==> config.mk <==
export PLATFORM = sky130hd
export DESIGN_NAME = cmfa_queue
export DESIGN_NICKNAME = d
export VERILOG_FILES = /design/src/design/cmfa_pkg.sv /design/src/design/cmfa_queue.sv
export SDC_FILE = /design/constraint.sdc
export NUM_CORES = 1
export LEC_CHECK = 0
export ABC_AREA = 1
export BUFFER_PORTS_ARGS = -buffer_cell sky130_fd_sc_hd__clkbuf_2
export CAP_MARGIN = 20
export CORE_MARGIN = 2
export CORE_UTILIZATION = 58
export DETAILED_ROUTE_END_ITERATION = 10
export HOLD_SLACK_MARGIN = 0.06
export PLACE_DENSITY = 0.89
export SYNTH_ARGS = -nofsm -noshare
export SYNTH_HDL_FRONTEND = slang
export SYNTH_SLANG_ARGS = --single-unit
==> constraint.sdc <==
create_clock -name i_clk -period 2.72 [get_ports i_clk]
set_input_delay 0 -clock i_clk [delete_from_list [all_inputs] [get_ports i_clk]]
set_output_delay 0 -clock i_clk [all_outputs]
set_load 0.01 [all_outputs]
==> src/design/cmfa_pkg.sv <==
`timescale 1ns / 1ps
`default_nettype none
// ----------------------------------------------------------------------------
// cmfa_pkg: shared types and constants
// Widths of the fit sums, the solver datapath and the queued word format.
// ----------------------------------------------------------------------------
package cmfa_pkg;

    localparam int MAX_PAIRS      = 64;
    localparam int COEF_FRAC_BITS = 12;
    localparam int CNT_W          = 7;
    localparam int SUM_W          = 22;
    localparam int PROD_W         = 2 * SUM_W;
    localparam int ADJ_W          = PROD_W + 1;
    localparam int LO_W           = SUM_W + 1;
    localparam int HI_W           = ADJ_W - LO_W;
    localparam int ACC_W          = ADJ_W + SUM_W + 3;
    localparam int Q_W            = 17;
    localparam int DIV_W          = ACC_W + COEF_FRAC_BITS + Q_W + 3;
    localparam int COEF_W         = 16;
    localparam int PIX_W          = COEF_W + 11;

    // fit status codes
    localparam logic [1:0] FIT_OK       = 2'd0;
    localparam logic [1:0] FIT_SINGULAR = 2'd1;
    localparam logic [1:0] FIT_SAT      = 2'd2;

    typedef enum logic [1:0] {
        K_PIXEL,
        K_PAIR,
        K_SOLVE
    } t_kind;

    typedef struct packed {
        t_kind      kind;
        logic [7:0] blue;
        logic [7:0] green;
        logic [7:0] red;
        logic [7:0] t_blue;
        logic [7:0] t_green;
        logic [7:0] t_red;
    } t_item;

    typedef struct packed {
        logic full;
        logic empty;
    } t_q_stat;

    typedef enum logic [3:0] {
        ST_IDLE,
        ST_PIX,
        ST_ADJ,
        ST_DET,
        ST_DCHK,
        ST_NUM,
        ST_DIV,
        ST_COEF,
        ST_EMIT
    } t_bk_state;

    // next index modulo three
    function automatic logic [1:0] nx3(input logic [1:0] a);
        logic [1:0] r;
        case (a)
            2'd0:    r = 2'd1;
            2'd1:    r = 2'd2;
            default: r = 2'd0;
        endcase
        return r;
    endfunction

    // position of Gram entry (a, b) in the packed symmetric sums
    function automatic logic [2:0] gidx(input logic [1:0] a, input logic [1:0] b);
        logic [2:0] r;
        case ({a, b})
            4'b0000: r = 3'd0;
            4'b0001: r = 3'd1;
            4'b0010: r = 3'd2;
            4'b0100: r = 3'd1;
            4'b0101: r = 3'd3;
            4'b0110: r = 3'd4;
            4'b1000: r = 3'd2;
            4'b1001: r = 3'd4;
            4'b1010: r = 3'd5;
            default: r = 3'd0;
        endcase
        return r;
    endfunction

    // cross sum index of source channel j and target channel t
    function automatic logic [3:0] cidx(input logic [1:0] j, input logic [1:0] t);
        return 4'({2'b00, j} * 4'd3 + {2'b00, t});
    endfunction

endpackage
`default_nettype wire

==> src/design/cmfa_queue.sv <==
`timescale 1ns / 1ps
`default_nettype none
// ----------------------------------------------------------------------------
// cmfa_queue: four-entry word queue
// Decouples the intake from the back end.
// ----------------------------------------------------------------------------
module cmfa_queue
    import cmfa_pkg::*;
(
    input  wire logic  i_clk,
    input  wire logic  i_rst_n,
    input  wire logic  i_push,
    input  wire t_item i_item,
    input  wire logic  i_pop,
    output t_item      o_item,
    output t_q_stat    o_stat
);

    t_item      r_mem [4];
    logic [2:0] r_wp, r_rp;

    assign o_item       = r_mem[r_rp[1:0]];
    assign o_stat.empty = (r_wp == r_rp);
    assign o_stat.full  = (r_wp[1:0] == r_rp[1:0]) && (r_wp[2] != r_rp[2]);

    // pointers
    always_ff @(posedge i_clk) begin
        if (!i_rst_n) begin
            r_wp <= '0;
            r_rp <= '0;
        end else begin
            if (i_push) r_wp <= r_wp + 3'd1;
            if (i_pop)  r_rp <= r_rp + 3'd1;
        end
    end

    // storage
    always_ff @(posedge i_clk) begin
        if (i_push) r_mem[r_wp[1:0]] <= i_item;
    end

endmodule
`default_nettype wire

== Word level (Yosys, flattened, before mapping) ==
Memory sizes are Yosys's and may differ from the RTL's. A register that Yosys moved wholly into a read port is not among the register bits.
Cells that the tools add are included.
Widths: inputs -> output; s select.

* Bits in registers: 6
* Bits in latches: 0
* RAM bits: 200
* ROM bits: 0
* Input bits: 54
* Output and inout bits: 52
* Memories kept: 1

{| class="wikitable"
|+ Memory list
! name !! words !! bits a word !! read ports !! clocked after Yosys merged registers in !! write ports !! RTL line !! text
|-
| r_mem || 4 || 50 || 1 || 1 || 1 || cmfa_queue.sv:19 || <nowiki>t_item r_mem [4];</nowiki>
|}

* $add $sub $neg: 2
* Multiply operators: 0
* Div/mod/pow operators: 0
* $lt $le $gt $ge: 0
* Equal/unequal tests: 3
* Shift-type cells: 0
* Mux-type cells: 4
* Bitwise logic cells: 0
* Reduce and logical (&&, ||, !) cells: 1

{| class="wikitable"
|+ Operators by type and width
! cell !! number
|-
| $add 3x1->3 const B || 2
|-
| $mux 2 || 2
|-
| $eq 3x3->1 || 1
|-
| $eq 2x2->1 || 1
|-
| $mux 1 || 2
|-
| $logic_and 1x1->1 || 1
|-
| $ne 1x1->1 || 1
|}

== Logic depth before layout (Yosys ltp) ==
* Word-level depth: 3
* Gate-level depth with buffers: 6

== Least setup slack after synthesis ==
Ideal clock, no wire load.

* Path type: register -> register
* Start point: reg r_wp[0]
* End point: mem r_mem[2][0] (netlist bit), enable pin
* Library setup time: 0.404 ns
* Arrival time: 1.595 ns
* Data required time: 2.316 ns
* Path slack: 0.721 ns
* Cell stages (with the launch flop): 5
* Path buffers: 0
* Cell sequence: dfxtp_1 -> inv_1 -> ha_1 -> nand2_1 -> inv_1

{| class="wikitable"
|+ RTL lines
! what !! RTL line !! text
|-
| start: declaration || cmfa_queue.sv:20 || <nowiki>logic [2:0] r_wp, r_rp;</nowiki>
|-
| start signal: assignment || cmfa_queue.sv:32 || <nowiki>if (i_push) r_wp <= r_wp + 3'd1;</nowiki>
|-
| end: declaration || cmfa_queue.sv:19 ||
|}

Straight into the memory's write port.

==> results.md <==
* Footprint of the multi-input gates at 0.00190 mm2
* Row count at 44
* Worst-margin pin slew at 0.574 ns
* Die X at 126 um
* Leakage at 4.49 nW
* Final min period at 2.10 ns
* Internal at 0.00537 W
* Syn Std Cell Area at 0.00870 mm2
* Die height at 126 um
* RSZ-0062 raised after global routing: false
* Worst IR Drop VDD at 711 uV
* Final slew viol count at 0
* Syn Area/Cell at 11.0 um2
* Post-place setup slack at 0.933 ns
* Register area share after synthesis at 0.709
* Sw frac at 0.227
* 1st-pass router iterations at 5
* CTS tree: yes
* Root Driver: clkbuf_16
* Clock network power share at 0.355
* Inserted Clock Buffers at 20
* Placer's final routability congestion estimate at 0.783
* Max_cap viols at 0
* CTS Sinks at 208
* Number of gates resized after cts at 0
* Share of the synthesized area in the top cell type at 0.690
* Sequential share of power at 0.533
* R2r startpoint: r_wp[1]$_SDFFE_PN0P_
* Synth top area cells: edfxtp_1 69%, nand2_1 9.4%, inv_1 4.7%
* Ys flop type: edfxtp_1
* Detail Route Antenna Nets at 0
* Placed cell count at 1057
* Combinational share of power at 0.112
* Initial DRC count at 469
* CP arrival at 2.10 ns
* Worst reg2reg setup slack at 0.92 ns
* First-pass GRT wire length at 26100 um
* Power, Total at 0.00695 W
* DRC Markers at 0
* Worst EP required at 2.72 ns
* Worst Hold Path Cells at 2
* Pin count of the biggest net entering global routing at 100
* Synth unique cells at 18
* Synth warnings at 0
* Clk Latency, worst-skew pair at 0.48 ns
* R2R depth at 5
* Gr ovfl total at 0
* Pwr Density at 662 mW/mm2
* Final WS setup at 0.621 ns
* Total die area at 0.0160 mm2
* Cells after Synth at 791
* Final-report hold violation count at 0
* Clock Path Buffers at 3
* # IOs at 106
* Commonest non-fill, non-tap cells in the layout: 218 x nand2_1, 200 x edfxtp_1, 108 x nor2_1
* Initial core utilization at 0.596
* RR Endpoint: r_mem[1][27]$_DFFE_PP_
* Final HPWL DP at 9060 um
* CP Launch Type: flip-flop
* I/O Buffers at 105
* Max_slew headroom at 0.617
* Worst-path maximum fanout at 68
* Setup TNS at 0 ns
* Synth async-reset ratio at 0
* H-tree Lvls at 1
* Wire per inst at 14.2 um
* HP Start: i_item[20]
* Post-Route WL at 16300 um
* Worst Setup End Kind: output pin
* FMAX at 476 MHz
* # Post-CTS Setup Buffers at 0
* Commonest non-fill, non-tap cell in the layout: nand2_1
* Worst clock skew at 0.0122 ns
* Psw at 0.00158 W
* Layout Nets at 1008
* Layout cell share with drive strength beyond 1 at 0.160
* Synth area leader: edfxtp_1
* Vias/cell at 4.89
* Final worst path period share at 0.772
* Core area at 0.0146 mm2
* P&R area growth vs syn at 20.6%
* Worst hold endpoint: r_mem[3][20]$_DFFE_PP_
* Status: finished clean
* Clock slew at reported path FFs at 0.06 ns
* Setup violators final at 0
* Flops & latches, synth at 208
* Seq. cell area at 0.00617 mm2
* Final Non-Filler Cells at 1146
* Initial antenna violation count at 0
* Syn Nets at 850
* Setup CP Type: flip-flop to output pin
* Number of global-route vias before repair at 5524
* Routed vias at 5608
* Overall Global Routing Usage at 0.203
* Worst hold path type: input pin to flip-flop
* Number of flops mapped to enable cells by yosys at 200
* # fillers at 960
[worst max-delay path by stage]
| stage | startpoint | endpoint | slack [ns] | cells after the start |
|---|---|---|---|---|
| global route | flip-flop | o_item[13] | 0.48 | 6 |
| detailed placement | r_wp[1]$_SDFFE_PN0P_ | r_mem[1][23]$_DFFE_PP_ | 0.93 | 5 |
| floorplan | r_wp[0]$_SDFFE_PN0P_ | r_mem[2][0]$_DFFE_PP_ | 0.72 | 4 |
| finish | flip-flop | o_item[42] | 0.62 | 6 |
| global placement | r_wp[1]$_SDFFE_PN0P_ | r_mem[1][16]$_DFFE_PP_ | 0.97 | 5 |
| CTS | flip-flop | o_item[42] | 0.64 | 6 |
[kinds of logic after synthesis]
kind of cell,Yosys count,synth area share
flops,208,0.709
buf+inv,143,0.0728
xor+xnor,2,0.00201
simple gates,427,0.206
compound gates,6,0.00345
fa+ha+maj,5,0.00719
[state kept, by name (all words and copies together), names as in the netlist, named ones only]
name / flops
r_mem: 200
r_rp: 3
r_wp: 3
[cell usage after synthesis, types with 2 or more instances]
cell      count
ha_1          5
buf_1         5
o21ai_0       2
or2_2        10
edfxtp_1    200
nand3_1      51
nand2_1     218
nor2_1      108
dfxtp_1       8
buf_6        12
clkbuf_1     10
inv_1       110
or2_1        40
buf_2         5
a21oi_1       4
[power by group through the flow]
stage	logic [W]	clock network, W	registers [W]
floorplan	0.000454	0	0.00375
global placement	0.000691	0	0.00376
detailed placement	0.000712	0	0.00377
CTS	0.000780	0.00249	0.00370
global route	0.000865	0.00263	0.00371
finish	0.000779	0.00247	0.00370
[critical path, cell delays in order (launching register included)]
cell and delay (ns):
dfxtp_1 0.33, clkinv_2 0.39, buf_12 0.36, nor2_1 0.14
nand2_1 0.06, nand2_1 0.12, clkbuf_2 0.15
[area by class of cell]
| class | count | share of cell area |
|---|---|---|
| clock inverter | 6 | 0.00250 |
| inverter | 111 | 0.0398 |
| multi-input combinational | 440 | 0.181 |
| sequential | 208 | 0.588 |
| tap | 184 | 0.0219 |
| antenna | 1 | 0.000238 |
| timing repair buffer | 168 | 0.114 |
| clock buffer | 28 | 0.0526 |
[stage by stage]
stage / cell area (um2) / hold slack [ns] / util
4_1_cts: 10500 / 0.276 / 0.719
3_3_place_gp: 9380 / 0.220 / 0.643
3_5_place_dp: 9380 / 0.220 / 0.643
2_1_floorplan: 8700 / 0.0989 / -
5_1_grt: 10500 / 0.289 / 0.719
6_report: 10500 / 0.288 / 0.719
[what timing repair did]
| item | 4_1_cts | 5_1_grt |
|---|---|---|
| setup endpoints to repair | 0 | 0 |
| endpoints found under the hold margin | 208 | 0 |
| hold buffers | 54 | 0 |
[metal layers]
layer,GRT usage,wire [um]
met5,0,0
met3,0.0371,763
met1,0.259,6780
met4,0.0614,369
met2,0.358,8340
(Power assumes the default switching activity.)
